### src/rtl/htfd_pkg.sv
`default_nettype none
package htfd_pkg;

  localparam int DATA_W = 8;
  localparam int TEMP_W = 15;
  localparam int HUM_W  = 14;
  localparam int WORD_W = 16;

  localparam logic [7:0] CRC_POLY = 8'h31;
  localparam logic [7:0] CRC_INIT = 8'hFF;

  localparam logic [12:0]       TEMP_SCALE  = 13'd4375;
  localparam logic [TEMP_W-1:0] TEMP_OFFSET = 15'd4500;
  localparam int                TEMP_SHIFT  = 14;
  localparam logic [9:0]        HUM_SCALE   = 10'd625;
  localparam int                HUM_SHIFT   = 12;

  typedef logic [DATA_W-1:0]        byte_t;
  typedef logic signed [TEMP_W-1:0] temp_t;
  typedef logic [HUM_W-1:0]         hum_t;
  typedef logic [WORD_W-1:0]        word_t;

  // CRC-8, MSB first, one data byte folded into the running value.
  function automatic logic [7:0] crc8_byte(input logic [7:0] crc, input byte_t b);
    logic [7:0] c;
    c = crc ^ b;
    for (int k = 0; k < 8; k++) begin
      if (c[7]) begin
        c = {c[6:0], 1'b0} ^ CRC_POLY;
      end else begin
        c = {c[6:0], 1'b0};
      end
    end
    return c;
  endfunction

endpackage
`default_nettype wire

### src/rtl/htfd_if.sv
`default_nettype none
interface htfd_byte_if import htfd_pkg::*; ();
  logic  valid;
  logic  ready;
  byte_t data_byte;
  logic  frame_start;

  modport source (output valid, output data_byte, output frame_start, input ready);
  modport sink   (input valid, input data_byte, input frame_start, output ready);
endinterface

interface htfd_result_if import htfd_pkg::*; ();
  logic  valid;
  logic  ready;
  temp_t temperature_centi;
  hum_t  humidity_centi;
  logic  frame_ok;

  modport source (output valid, output temperature_centi, output humidity_centi,
                  output frame_ok, input ready);
  modport sink   (input valid, input temperature_centi, input humidity_centi,
                  input frame_ok, output ready);
endinterface
`default_nettype wire

### src/rtl/humidity_temp_frame_decoder_top.sv
`default_nettype none
// Decodes the six-byte measurement frame of a humidity and temperature sensor.
// in_chan carries one frame byte per transfer, in the order temperature MSB,
// temperature LSB, temperature CRC, humidity MSB, humidity LSB, humidity CRC,
// with frame_start marking a byte as the first byte of a frame. Each word is
// checked with CRC-8 (polynomial 0x31, initial value 0xFF).
// out_chan carries one result per completed frame: temperature and humidity
// in hundredths, and frame_ok. When a CRC fails, frame_ok is low and both
// values are zero.
// Throughput is one byte per cycle while no byte is held off. The result is valid
// in the cycle after the transfer of the sixth byte; the CRC step and both
// scaling multiplies sit between the frame state registers and the result register.
// A synchronous reset returns the byte position to zero, the running CRC to
// 0xFF and drops any pending result. While a result waits on out_chan, bytes
// are still taken; only a byte that could finish the next frame is held off
// until the waiting result is transferred.
module humidity_temp_frame_decoder_top import htfd_pkg::*; (
  input  wire logic     clk,
  input  wire logic     rst_n,
  htfd_byte_if.sink     in_chan,
  htfd_result_if.source out_chan
);

  localparam logic [2:0] POS_T_MSB = 3'd0;
  localparam logic [2:0] POS_T_LSB = 3'd1;
  localparam logic [2:0] POS_T_CRC = 3'd2;
  localparam logic [2:0] POS_H_MSB = 3'd3;
  localparam logic [2:0] POS_H_LSB = 3'd4;
  localparam logic [2:0] POS_H_CRC = 3'd5;

  logic [2:0] pos_r, pos_nxt, pos_eff;
  logic [7:0] crc_r, crc_nxt, crc_eff;
  word_t      t_word_r, t_word_nxt;
  word_t      h_word_r, h_word_nxt;
  logic       t_good_r, t_good_nxt;

  logic       out_valid_r;
  temp_t      temp_r;
  hum_t       hum_r;
  logic       ok_r;

  logic       in_xfer;
  logic       frame_done;
  logic       frame_good;
  logic [28:0] t_prod;
  logic [25:0] h_prod;
  temp_t      temp_val;
  hum_t       hum_val;

  // Hold off only when a result is stuck and this byte might end a frame.
  assign in_chan.ready = !(out_valid_r && !out_chan.ready) || (pos_r != POS_H_CRC);
  assign in_xfer       = in_chan.valid && in_chan.ready;

  always_comb begin
    if (in_chan.frame_start || (pos_r > POS_H_CRC)) begin
      pos_eff = POS_T_MSB;
      crc_eff = CRC_INIT;
    end else begin
      pos_eff = pos_r;
      crc_eff = crc_r;
    end
  end

  always_comb begin
    pos_nxt    = pos_eff + 3'd1;
    crc_nxt    = crc_eff;
    t_word_nxt = t_word_r;
    h_word_nxt = h_word_r;
    t_good_nxt = t_good_r;
    frame_done = 1'b0;
    frame_good = 1'b0;
    unique case (pos_eff)
      POS_T_MSB: begin
        crc_nxt    = crc8_byte(crc_eff, in_chan.data_byte);
        t_word_nxt = {in_chan.data_byte, t_word_r[7:0]};
      end
      POS_T_LSB: begin
        crc_nxt    = crc8_byte(crc_eff, in_chan.data_byte);
        t_word_nxt = {t_word_r[15:8], in_chan.data_byte};
      end
      POS_T_CRC: begin
        t_good_nxt = (in_chan.data_byte == crc_eff);
        crc_nxt    = CRC_INIT;
      end
      POS_H_MSB: begin
        crc_nxt    = crc8_byte(crc_eff, in_chan.data_byte);
        h_word_nxt = {in_chan.data_byte, h_word_r[7:0]};
      end
      POS_H_LSB: begin
        crc_nxt    = crc8_byte(crc_eff, in_chan.data_byte);
        h_word_nxt = {h_word_r[15:8], in_chan.data_byte};
      end
      default: begin
        frame_done = 1'b1;
        frame_good = t_good_r && (in_chan.data_byte == crc_eff);
        crc_nxt    = CRC_INIT;
        pos_nxt    = POS_T_MSB;
      end
    endcase
  end

  assign t_prod   = 29'(t_word_r) * 29'(TEMP_SCALE);
  assign h_prod   = 26'(h_word_r) * 26'(HUM_SCALE);
  assign temp_val = temp_t'(t_prod[TEMP_SHIFT +: TEMP_W] - TEMP_OFFSET);
  assign hum_val  = h_prod[HUM_SHIFT +: HUM_W];

  always_ff @(posedge clk) begin
    if (!rst_n) begin
      pos_r       <= POS_T_MSB;
      crc_r       <= CRC_INIT;
      t_word_r    <= '0;
      h_word_r    <= '0;
      t_good_r    <= 1'b0;
      out_valid_r <= 1'b0;
    end else begin
      if (in_xfer) begin
        pos_r    <= pos_nxt;
        crc_r    <= crc_nxt;
        t_word_r <= t_word_nxt;
        h_word_r <= h_word_nxt;
        t_good_r <= t_good_nxt;
      end
      if (in_xfer && frame_done) begin
        out_valid_r <= 1'b1;
      end else if (out_chan.ready) begin
        out_valid_r <= 1'b0;
      end
    end
  end

  always_ff @(posedge clk) begin
    if (in_xfer && frame_done) begin
      ok_r   <= frame_good;
      temp_r <= frame_good ? temp_val : '0;
      hum_r  <= frame_good ? hum_val : '0;
    end
  end

  assign out_chan.valid             = out_valid_r;
  assign out_chan.temperature_centi = temp_r;
  assign out_chan.humidity_centi    = hum_r;
  assign out_chan.frame_ok          = ok_r;

endmodule
`default_nettype wire

### src/flat_wrapper.sv
// flat-port wrapper written by rule: the top's interface ports become plain ports
module humidity_temp_frame_decoder_top_flat import htfd_pkg::*;
  (clk, rst_n, in_chan_valid, in_chan_data_byte, in_chan_frame_start, in_chan_ready, out_chan_valid, out_chan_temperature_centi, out_chan_humidity_centi, out_chan_frame_ok, out_chan_ready);
  htfd_byte_if in_chan_i ();
  htfd_result_if out_chan_i ();
  input  wire logic clk;
  input  wire logic rst_n;
  input wire logic [$bits(in_chan_i.valid)-1:0] in_chan_valid;
  input wire logic [$bits(in_chan_i.data_byte)-1:0] in_chan_data_byte;
  input wire logic [$bits(in_chan_i.frame_start)-1:0] in_chan_frame_start;
  output wire logic [$bits(in_chan_i.ready)-1:0] in_chan_ready;
  output wire logic [$bits(out_chan_i.valid)-1:0] out_chan_valid;
  output wire logic [$bits(out_chan_i.temperature_centi)-1:0] out_chan_temperature_centi;
  output wire logic [$bits(out_chan_i.humidity_centi)-1:0] out_chan_humidity_centi;
  output wire logic [$bits(out_chan_i.frame_ok)-1:0] out_chan_frame_ok;
  input wire logic [$bits(out_chan_i.ready)-1:0] out_chan_ready;
  assign in_chan_i.valid = in_chan_valid;
  assign in_chan_i.data_byte = in_chan_data_byte;
  assign in_chan_i.frame_start = in_chan_frame_start;
  assign in_chan_ready = in_chan_i.ready;
  assign out_chan_valid = out_chan_i.valid;
  assign out_chan_temperature_centi = out_chan_i.temperature_centi;
  assign out_chan_humidity_centi = out_chan_i.humidity_centi;
  assign out_chan_frame_ok = out_chan_i.frame_ok;
  assign out_chan_i.ready = out_chan_ready;
  humidity_temp_frame_decoder_top u_core (.clk(clk), .rst_n(rst_n), .in_chan(in_chan_i), .out_chan(out_chan_i));
endmodule
### config.mk
export PLATFORM = sky130hd
export DESIGN_NAME = humidity_temp_frame_decoder_top_flat
export DESIGN_NICKNAME = d
export VERILOG_FILES = /design/src/rtl/htfd_pkg.sv /design/src/rtl/htfd_if.sv /design/src/rtl/humidity_temp_frame_decoder_top.sv /design/src/flat_wrapper.sv
export SDC_FILE = /design/constraint.sdc
export NUM_CORES = 1
export LEC_CHECK = 0
export BUFFER_PORTS_ARGS = -buffer_cell sky130_fd_sc_hd__buf_4
export CAP_MARGIN = 20
export CORE_ASPECT_RATIO = 0.7
export CORE_UTILIZATION = 65
export CTS_BUF_LIST = sky130_fd_sc_hd__clkbuf_8
export CTS_CLUSTER_DIAMETER = 60
export CTS_CLUSTER_SIZE = 10
export DETAILED_ROUTE_END_ITERATION = 12
export GPL_TIMING_DRIVEN = 0
export PLACE_DENSITY_LB_ADDON = 0.3
export SKIP_CTS_REPAIR_TIMING = 1
export SLEW_MARGIN = 20
export SYNTH_ARGS = -nofsm -noshare
export SYNTH_HDL_FRONTEND = slang
export SYNTH_SLANG_ARGS = --single-unit
### constraint.sdc
create_clock -name clk -period 15.6 [get_ports clk]
set_input_delay 1.56 -clock clk [delete_from_list [all_inputs] [get_ports clk]]
set_output_delay 1.56 -clock clk [all_outputs]
set_load 0.01 [all_outputs]
# --- Yosys cells after proc, flatten, opt, wreduce, memory -nomap -nowiden ---
# Cells that the tools add are included.
word_totals:
  register_bits: 75
  elab_cells: 139
  inputBits: 13
  out_inout_bits: 32
classes:
  n_reduce_logical: 16
  eq_ne: 6
  n_addsub: 2
  bitwise: 34
  order_cmp: 1
  mul: 2
  muxes: 67
op_table:
  columns: ["operator", "count"]
  rows:
  - ["two-way mux 8 bit", 29]
  - ["two-way mux 6 bit", 29]
  - ["NOT 3 bit", 29]
  - ["one-hot mux 16 bit (2 select lines)", 2]
  - ["one-hot mux 8 bit (4 select lines)", 1]
  - ["multiplier 16 x 13 -> 29 bit, second input constant", 1]
  - ["multiplier 16 x 10 -> 26 bit, second input constant", 1]
  - ["subtractor 15 x 13 -> 15 bit, second input constant", 1]
  - ["AND reduction 3 bit", 4]
  - ["equality test 8 bit", 1]
  - ["bitwise XOR 8 bit", 1]
  - ["equality test 3 x 2 -> 1 bit, second input constant", 2]
  - ["two-way mux 3 bit", 2]
  - ["OR reduction 5 bit", 1]
  - ["logical AND 1 bit", 4]
  - ["two-way mux 1 bit", 4]
  - ["NOT 1 bit", 4]
  - ["adder 3 x 1 -> 3 bit, second input constant", 1]
  - ["equality test 3 x 1 -> 1 bit, second input constant", 1]
  - ["equality test 3 bit, second input constant", 1]
  - ["> comparator 3 bit, second input constant", 1]
  - ["logical NOT 3 bit", 1]
  - ["inequality test 3 bit, second input constant", 1]
  - ["logical NOT 1 bit", 2]
  - ["3 further kinds", 4]

# --- Depth between registers and ports, before layout ---
# Gate-level depths: netlist of run 1.
depth:
  ltp_word: 28
  depth_mapped: 23
  mapped_depth_nobuf: 23

# --- Worst setup path after synthesis of run 1 ---
# Ideal clock, no wire load.
synth_path:
  path_type: "register to register"
  startpoint: "register u_core.h_word_r[7]"
  endpoint: "register u_core.hum_r[13], in the netlist u_core.out_chan.humidity_centi[13], data pin"
  period_less_slack_ns: 5.210
  path_slack_ns: 10.390
  path_buffers: 0
  required_ns: 15.334
  setup_ns: 0.266
  arrival_time_ns: 4.944
  stages_incl_launch_ff: 20
  cell_sequence: "dfxtp_1 -> fa_1 -> ha_1 -> inv_1 -> fa_1 -> inv_1 -> ha_1 -> inv_1 -> fa_1 -> inv_1 -> ha_1 -> a2111oi_2 -> nand2b_1 -> a31o_1 -> a221o_1 -> a211o_1 -> o311a_1 -> o41ai_2 -> xor2_1 -> nor2_1"
synth_via:
  elab_chain_len: 1
synth_lines:
  columns: ["item", "line_no", "rtl"]
  rows:
  - ["start: declaration", "humidity_temp_frame_decoder_top.sv:34", "word_t h_word_r, h_word_nxt;"]
  - ["start signal: assignment", "humidity_temp_frame_decoder_top.sv:120", "h_word_r <= h_word_nxt;"]
  - ["multiplier 16 x 10 -> 26 bit", "humidity_temp_frame_decoder_top.sv:103", "assign h_prod = 26'(h_word_r) * 26'(HUM_SCALE);"]
  - ["end signal: assignment", "humidity_temp_frame_decoder_top.sv:135", "hum_r <= frame_good ? hum_val : '0;"]
  - ["end: declaration", "humidity_temp_frame_decoder_top.sv:39", "hum_t hum_r;"]
# Every way passes these cells.
# A chain may end at the register's enable or synchronous reset.

# --- Worst setup path after layout of run 1 ---
layout_path:
  startpoint: "register u_core.t_word_r[11]"
  endpoint: "register u_core.temp_r[14], in the netlist u_core.out_chan.temperature_centi[14], data pin"
layout_via:
  elab_chain_len: 2
layout_lines:
  columns: ["item", "line_no", "rtl"]
  rows:
  - ["start: declaration", "humidity_temp_frame_decoder_top.sv:33", "word_t t_word_r, t_word_nxt;"]
  - ["start signal: assignment", "humidity_temp_frame_decoder_top.sv:119", "t_word_r <= t_word_nxt;"]
  - ["multiplier 16 x 13 -> 29 bit", "humidity_temp_frame_decoder_top.sv:102", "assign t_prod = 29'(t_word_r) * 29'(TEMP_SCALE);"]
  - ["subtractor 15 x 13 -> 15 bit", "humidity_temp_frame_decoder_top.sv:104", "assign temp_val = temp_t'(t_prod[TEMP_SHIFT +: TEMP_W] - TEMP_OFFSET);"]
  - ["end signal: assignment", "humidity_temp_frame_decoder_top.sv:134", "temp_r <= frame_good ? temp_val : '0;"]
  - ["end: declaration", "humidity_temp_frame_decoder_top.sv:38", "temp_t temp_r;"]
# Every way passes these cells.

==> results of run 1 <==
[layout make-up]
type | count | area (sq um)
multi-input combinational | 625 | 6216
clock inverter | 5 | 27.53
tap | 185 | 231.5
timing repair buffer | 41 | 320.3
inverter | 200 | 750.7
clock buffer | 10 | 137.6
fill | 958 | 3632
sequential | 75 | 1802
buffer | 17 | 63.81
[sequential cells by signal (all words and copies together), names as in the netlist]
name / count
u_core.crc_r: 8
u_core.h_word_r: 16
u_core.out_chan.frame_ok: 1
u_core.out_chan.humidity_centi: 14
u_core.out_chan.temperature_centi: 15
u_core.out_chan.valid: 1
u_core.pos_r: 3
u_core.t_good_r: 1
u_core.t_word_r: 16
[report_power, final]
| group | internal, uW | switching (uW) | total (uW) |
|---|---|---|---|
| Sequential | 216 | 11.3 | 227 |
| Combinational | 92.4 | 120 | 213 |
| Clock | 60.6 | 76.1 | 137 |
[worst min-delay path by stage]
stage,start,to,slack (ns),cells past startpoint
after floorplan,u_core.crc_r[7],u_core.crc_r[7],0.46,2
final,u_core.crc_r[1],u_core.crc_r[1],0.50,2
after detailed placement,u_core.crc_r[7],u_core.crc_r[7],0.48,2
after global placement,u_core.crc_r[1],u_core.crc_r[1],0.48,2
after CTS,u_core.crc_r[1],u_core.crc_r[1],0.50,2
after global routing,u_core.crc_r[7],u_core.crc_r[7],0.53,2
[layout by cell type, fill, tap and decap left out, types with 6 or more instances in the layout]
master	netlist	routed
fa_1	78	78
clkbuf_1	14	14
nor2_1	56	55
inv_1	200	200
clkbuf_8	0	10
ha_1	169	169
buf_4	0	40
nor2b_1	37	37
nor3_1	7	7
a21o_1	12	12
dfxtp_1	45	45
nand2_1	35	35
nand2b_1	6	6
edfxtp_1	30	30
nand3_1	7	7
nor3b_1	6	6
o22ai_1	12	12
o21ai_0	20	20
mux2i_1	33	33
xnor2_1	27	27
xor2_1	18	18
a21oi_1	26	26
[metrics by stage]
| stage | utilization (%) | setup slack [ns] |
|---|---|---|
| 2_1_floorplan | - | 10.39 |
| 3_3_place_gp | 70.98 | 9.951 |
| 3_5_place_dp | 71.19 | 9.834 |
| 4_1_cts | 72.44 | 9.825 |
| 5_1_grt | 72.44 | 9.412 |
| 6_report | 72.44 | 9.771 |
[tightest hold or removal path, delay by kind of cell, from the launching register on]
| kind | cells | cell delay, ns |
|---|---|---|
| flip-flops | 1 | 0.33 |
| AO/OA/AOI/OAI | 1 | 0.08 |
| AND/OR/NAND/NOR | 1 | 0.06 |
[logic make-up after synthesis]
logic type               after synthesis
AO/OA/AOI/OAI                        115
AND/OR/NAND/NOR                      183
multiplexers                          33
adder cells (fa/ha/maj)              247
flip-flops                            75
XOR/XNOR                              47
buffers and inverters                217
[per-layer routing]
layer  share of wire, %  vias to the layer above  wire length, microns
met5                  0                        -                     0
met4               0.63                        0                   108
met3                4.5                       10                   772
met2                 44                      136                  7533
met1                 51                     2988                  8741
li1                   -                     3110                     -
==> results.cfg, run 1 <==
[status]
outcome = complete, no violations

[cts]
cts.sinks = 75
cts_tree = built
clk_pin_slew_ns = 0.07
clkLatencyLatePin_ns = 0.36
numCtsBuffers = 9
cts_root_buf = clkbuf_8
clockBufferDepth = 2
htree_levels = 3

[drt]
ant_nets = 0
drt_iter0_markers = 229
post_drt_wl_per_cell_microns = 14.82
drt_pre_antenna_iters = 4
wl_mm = 17.16
drt_drc_violations_left = 0
vias = 6244
via_per_inst = 5.392

[logic_synthesis]
yosysTopAreaCell = ha_1
syn_area_per_cell_sq_um = 9.623
synth_edf_count = 30
synth-async-reset-ratio_pct = 0
synth_cells = 917
synth_mux_area_share_pct = 3.743
ys_seq_area_share_pct = 20.42
synth_top_area_share_pct = 23.96
synth_xor_area_share_pct = 4.962
synth_compound_area_share_pct = 9.429
synthesis.area_sq_um = 8825
synth_area_leaders = ha_1, fa_1, dfxtp_1, edfxtp_1, inv_1
ys_ff_latch = 75
synth_top_family_by_area = adder cells
synthAdderAreaFrac_pct = 41.66
synthSimpleGateAreaFrac_pct = 10.56
ys.flop_type = dfxtp_1
syn_nets = 1177
synth_common_cells = inv_1, ha_1, fa_1, nor2_1, dfxtp_1
ys_types = 65
yosysWarningCount = 0
synth_most_common_cell = inv_1

[power]
power.total_uw = 576.5
p_per_area_nw_per_um2 = 60.37
max-vdd-ir-drop_mv = 0.05198
p_leak_uw = 0.005029

[cells_and_area]
final_layout_size_suffix_gt1_share_pct = 7.811
fin_area_sq_um = 9549
antenna_cells = 0
fin_nets = 1229
finalNonFillerCells = 1158
syn_to_final_growth_pct = 8.209

[timing]
period_needed_ns = 5.829
finalSetupViolations = 0
whs_ns = 0.4951
fin_skew_ns = 0.01642
slew_viol_final = 0
fmax_mhz = 171.6
final_hold_viol_count = 0
slew_headroom_pct = 46.27
period_share_pct = 37.36
fin_setup_tns_ns = 0
rsz0062_at_grt = false
worst_slew_pin_slew_ns = 0.8016

[placed_design]
dpl.hpwl_mm = 13.94
placed_cells = 1143
globalplace.congestion = 0.8979
io_buffers = 40
placed_area_sq_um = 9384

[global_route]
gr-usage-met2_pct = 42.35
grt_pass1_wl_mm = 29.18
grt_max_degree = 29
gr-usage-all-layers_pct = 26.68
antenna_found_initial = 0
gr-max-usage-layer = met2
grt_overflow = 0
met3_usage_pct = 3.755
first_global_vias = 6046
met1_usage_pct = 39.31

[critical_path]
worstSetupPathDepth = 22
startpoint_type = register
crit_required_ns = 15.70
path_class = register to register
ff2ff_path_depth = 22
path_common_cell = inv_1
arrival_ns = 5.93
r2r_end = u_core.out_chan.temperature_centi[14]
cpPeakStageDelay_ns = 0.58
crit_path_max_fanout = 7
critical-path-top-delay-family = adder cells
r2r_start = u_core.t_word_r[11]
worst-path-buf-inv = 5
reg2reg_slack_ns = 9.77
crit_path_top_delay_cell = dfxtp_1
endpoint = u_core.out_chan.temperature_centi[14]
startpoint = u_core.t_word_r[11]
worstPathCellList = ha_1 > inv_1 > fa_1 > inv_1 > ha_1 > fa_1 > inv_1 > fa_1 > inv_1 > ha_1 > nand2_1 > nor4_1 > nand3_1 > a21boi_0 > or2_2 > ha_1 > inv_1 > a211oi_2 > nor3_4 > o21ai_1 > o221ai_1 > o31a_1
endpoint_kind = register

[floorplanning]
dieHeight_microns = 99.49
die_width_microns = 141.3
fp.dieArea_sq_um = 14050
core-area_sq_um = 13180
io_pins = 45
rows = 35
start_util_pct = 66.95

[job]
maxCapViolations = 0

[worst_hold_path]
hold_path.class = register to register
(Power assumes the default switching activity.)
==> run 2, diff against run 1 <==
--- a/config.mk
+++ b/config.mk
@@ -5,6 +5,7 @@
 export SDC_FILE = /design/constraint.sdc
 export NUM_CORES = 1
 export LEC_CHECK = 0
+export ABC_AREA = 1
 export BUFFER_PORTS_ARGS = -buffer_cell sky130_fd_sc_hd__buf_4
 export CAP_MARGIN = 20
 export CORE_ASPECT_RATIO = 0.7
==> constraint.sdc (replaced) <==
create_clock -name clk -period 5.6 [get_ports clk]
set_input_delay 0.56 -clock clk [delete_from_list [all_inputs] [get_ports clk]]
set_output_delay 0.56 -clock clk [all_outputs]
set_load 0.01 [all_outputs]
==> run 2 against run 1 <==
  * Via count up 27%
  * Clock power rose to 3.5 times the previous value
  * Sequential power grew to 2.8 times the previous value
  * Core utilization up 0.89 points
  * First-iteration DRC count increased by 96%
  * Total power grew to 3.5 times the previous value
  * Sequential share of layout area is 1.4 points lower
  * Combinational power rose to 4.2 times the previous value
  * Critical path depth up 2
  * Clock skew increased by 0.0051 ns
  * Largest cell class unchanged
  * Highest routed layer unchanged
==> results.cfg, run 2 <==
[timing]
fmax_mhz = 192.1
fin_setup_tns_ns = 0
fin_skew_ns = 0.02149
worst_slack_ns = 0.3933
whs_ns = 0.4802
final_hold_viol_count = 0
finalSetupViolations = 0
worst_slew_pin_slew_ns = 0.7390
slew_headroom_pct = 50.36
slew_viol_final = 0
period_share_pct = 92.98
rsz0062_at_grt = false
period_needed_ns = 5.207

[power]
max-vdd-ir-drop_mv = 0.1337
p_per_area_nw_per_um2 = 194.3
power.total_uw = 2002
p_leak_uw = 0.005866

[global_route]
gr-usage-all-layers_pct = 28.88
grt_pass1_wl_mm = 34.36
antenna_found_initial = 0
grt_max_degree = 31
first_global_vias = 7151
grt_overflow = 0

[cells_and_area]
antenna_cells = 0
final_cell_mix = inv_1, nand2_1, ha_1
final_common_cell = inv_1
area.sequential_sq_um = 1804
multi_input_area_sq_um = 6491
fin_nets = 1538
final_layout_size_suffix_gt1_share_pct = 6.547
fillers = 1057
syn_to_final_growth_pct = 8.725

[drt]
ant_nets = 0
drt_iter0_markers = 449
via_per_inst = 5.373
wl_mm = 20.79
post_drt_wl_per_cell_microns = 14.11
drt_drc_violations_left = 0
drt_pre_antenna_iters = 5
vias = 7915

[logic_synthesis]
yosysWarningCount = 0
ys_ff_latch = 75
syn_area_per_cell_sq_um = 7.757
synth_most_common_cell = inv_1
syn_nets = 1482
synthesis.area_sq_um = 9479
synth_area_leaders = ha_1, fa_1, inv_1, dfxtp_1, edfxtp_1
ys_types = 39
ys_seq_area_share_pct = 19.01
synth-async-reset-ratio_pct = 0
synth_common_cells = inv_1, nand2_1, ha_1, a21oi_1, fa_1
synth_top_area_share_pct = 22.31
yosysTopAreaCell = ha_1
synth_edf_count = 30
synth_cells = 1222
ys.flop_type = dfxtp_1

[critical_path]
cpPeakStageDelay_ns = 0.61
path_common_cell = nand2_1
crit_required_ns = 5.71
worstPathCellList = ha_1 > inv_1 > fa_1 > inv_1 > ha_1 > fa_1 > inv_1 > fa_1 > inv_1 > ha_1 > nand2_1 > nor2_1 > inv_1 > nor3_1 > nand2_1 > nand2_1 > xor2_1 > nand2_1 > nand3_1 > nand2_1 > nand2_1 > nand3_1 > nand2_1 > nor2_1
path_class = register to register
arrival_ns = 5.32
crit_path_max_fanout = 7
crit_path_top_delay_cell = dfxtp_1
startpoint_type = register
ff2ff_path_depth = 24
endpoint_kind = register

[placed_design]
dpl_worst_slack_ns = 0.4488
io_buffers = 44
dpl.hpwl_mm = 17.30
globalplace.congestion = 0.9468

[floorplanning]
core-area_sq_um = 14050
dieHeight_microns = 103.0
fp.dieArea_sq_um = 15080
die_width_microns = 146.3
io_pins = 45
rows = 36
start_util_pct = 67.45

[worst_hold_path]
worstHoldPathCells = 3
hold_path.class = input port to register

[job]
maxCapViolations = 0

[cts]
numCtsBuffers = 9
htree_levels = 3
cts.sinks = 75
clockBufferDepth = 2
clk_pin_slew_ns = 0.10
cts_tree = built
cts_root_buf = clkbuf_8
clkLatencyLatePin_ns = 0.37

[status]
outcome = complete, no violations
run 2: worst paths after layout:
kind                            start                                    end  slack, ns
setup reg to reg  u_core.t_word_r[11]  u_core.out_chan.temperature_centi[13]       0.39
hold reg to reg       u_core.crc_r[0]                        u_core.crc_r[0]       0.48
hold / removal                  rst_n                        u_core.pos_r[0]       0.48
setup / recovery  u_core.t_word_r[11]  u_core.out_chan.temperature_centi[13]       0.39
run 2: logic make-up (layout without fill, tap and decap cells):
family / count (synthesis) / in the layout / synth area share [%]
and+or+nand+nor: 374 / 374 / 16.47
xor gates and xnor gates: 23 / 23 / 2.402
buffers and inverters: 316 / 377 / 12.66
adders and majority gates: 247 / 247 / 38.78
AOI/OAI and AO/OA: 187 / 187 / 10.68
DFF: 75 / 75 / 19.01
run 2: routing by layer:
metal	track usage, %	part of all wire [%]	vias up
met4	6.170	1.3	0
met2	44.98	43	266
li1	-	-	3968
met1	41.73	49	3656
met3	5.885	7.3	25
met5	0	0	-
run 2: area by class of cell:
| class | instances | area share, % |
|---|---|---|
| multi-input cells | 831 | 62.98 |
| plain buffers | 11 | 0.5099 |
| clock inverters | 7 | 0.9591 |
| flip-flops and latches | 75 | 17.51 |
| repair buffers | 45 | 3.399 |
| well taps | 190 | 2.307 |
| inverters | 305 | 11.13 |
| clock buffers | 9 | 1.202 |
run 2: metrics by stage:
step	cell area, sq um	util (%)	cells
floorplan	9479	-	1222
global placement	10050	71.49	1456
detailed placement	10070	71.69	1457
CTS	10300	73.27	1473
global route	10310	73.34	1473
finish	10310	73.34	1473
run 2: critical path, delay by kind of cell, from the launching register on:
family | cells | cell delay [ns]
DFF | 1 | 0.61
adders and majority gates | 6 | 2.44
and+or+nand+nor | 12 | 1.33
xor gates and xnor gates | 1 | 0.30
buffers and inverters | 5 | 0.27
run 2: power by group:
| part | total, uW | switching (uW) | leakage [uW] | internal (uW) |
|---|---|---|---|---|
| clock | 484 | 229 | 0.000116 | 255 |
| sequential | 628 | 34.8 | 0.000663 | 594 |
| combinational | 890 | 574 | 0.00509 | 316 |
| total | 2000 | 837 | 0.00587 | 1160 |
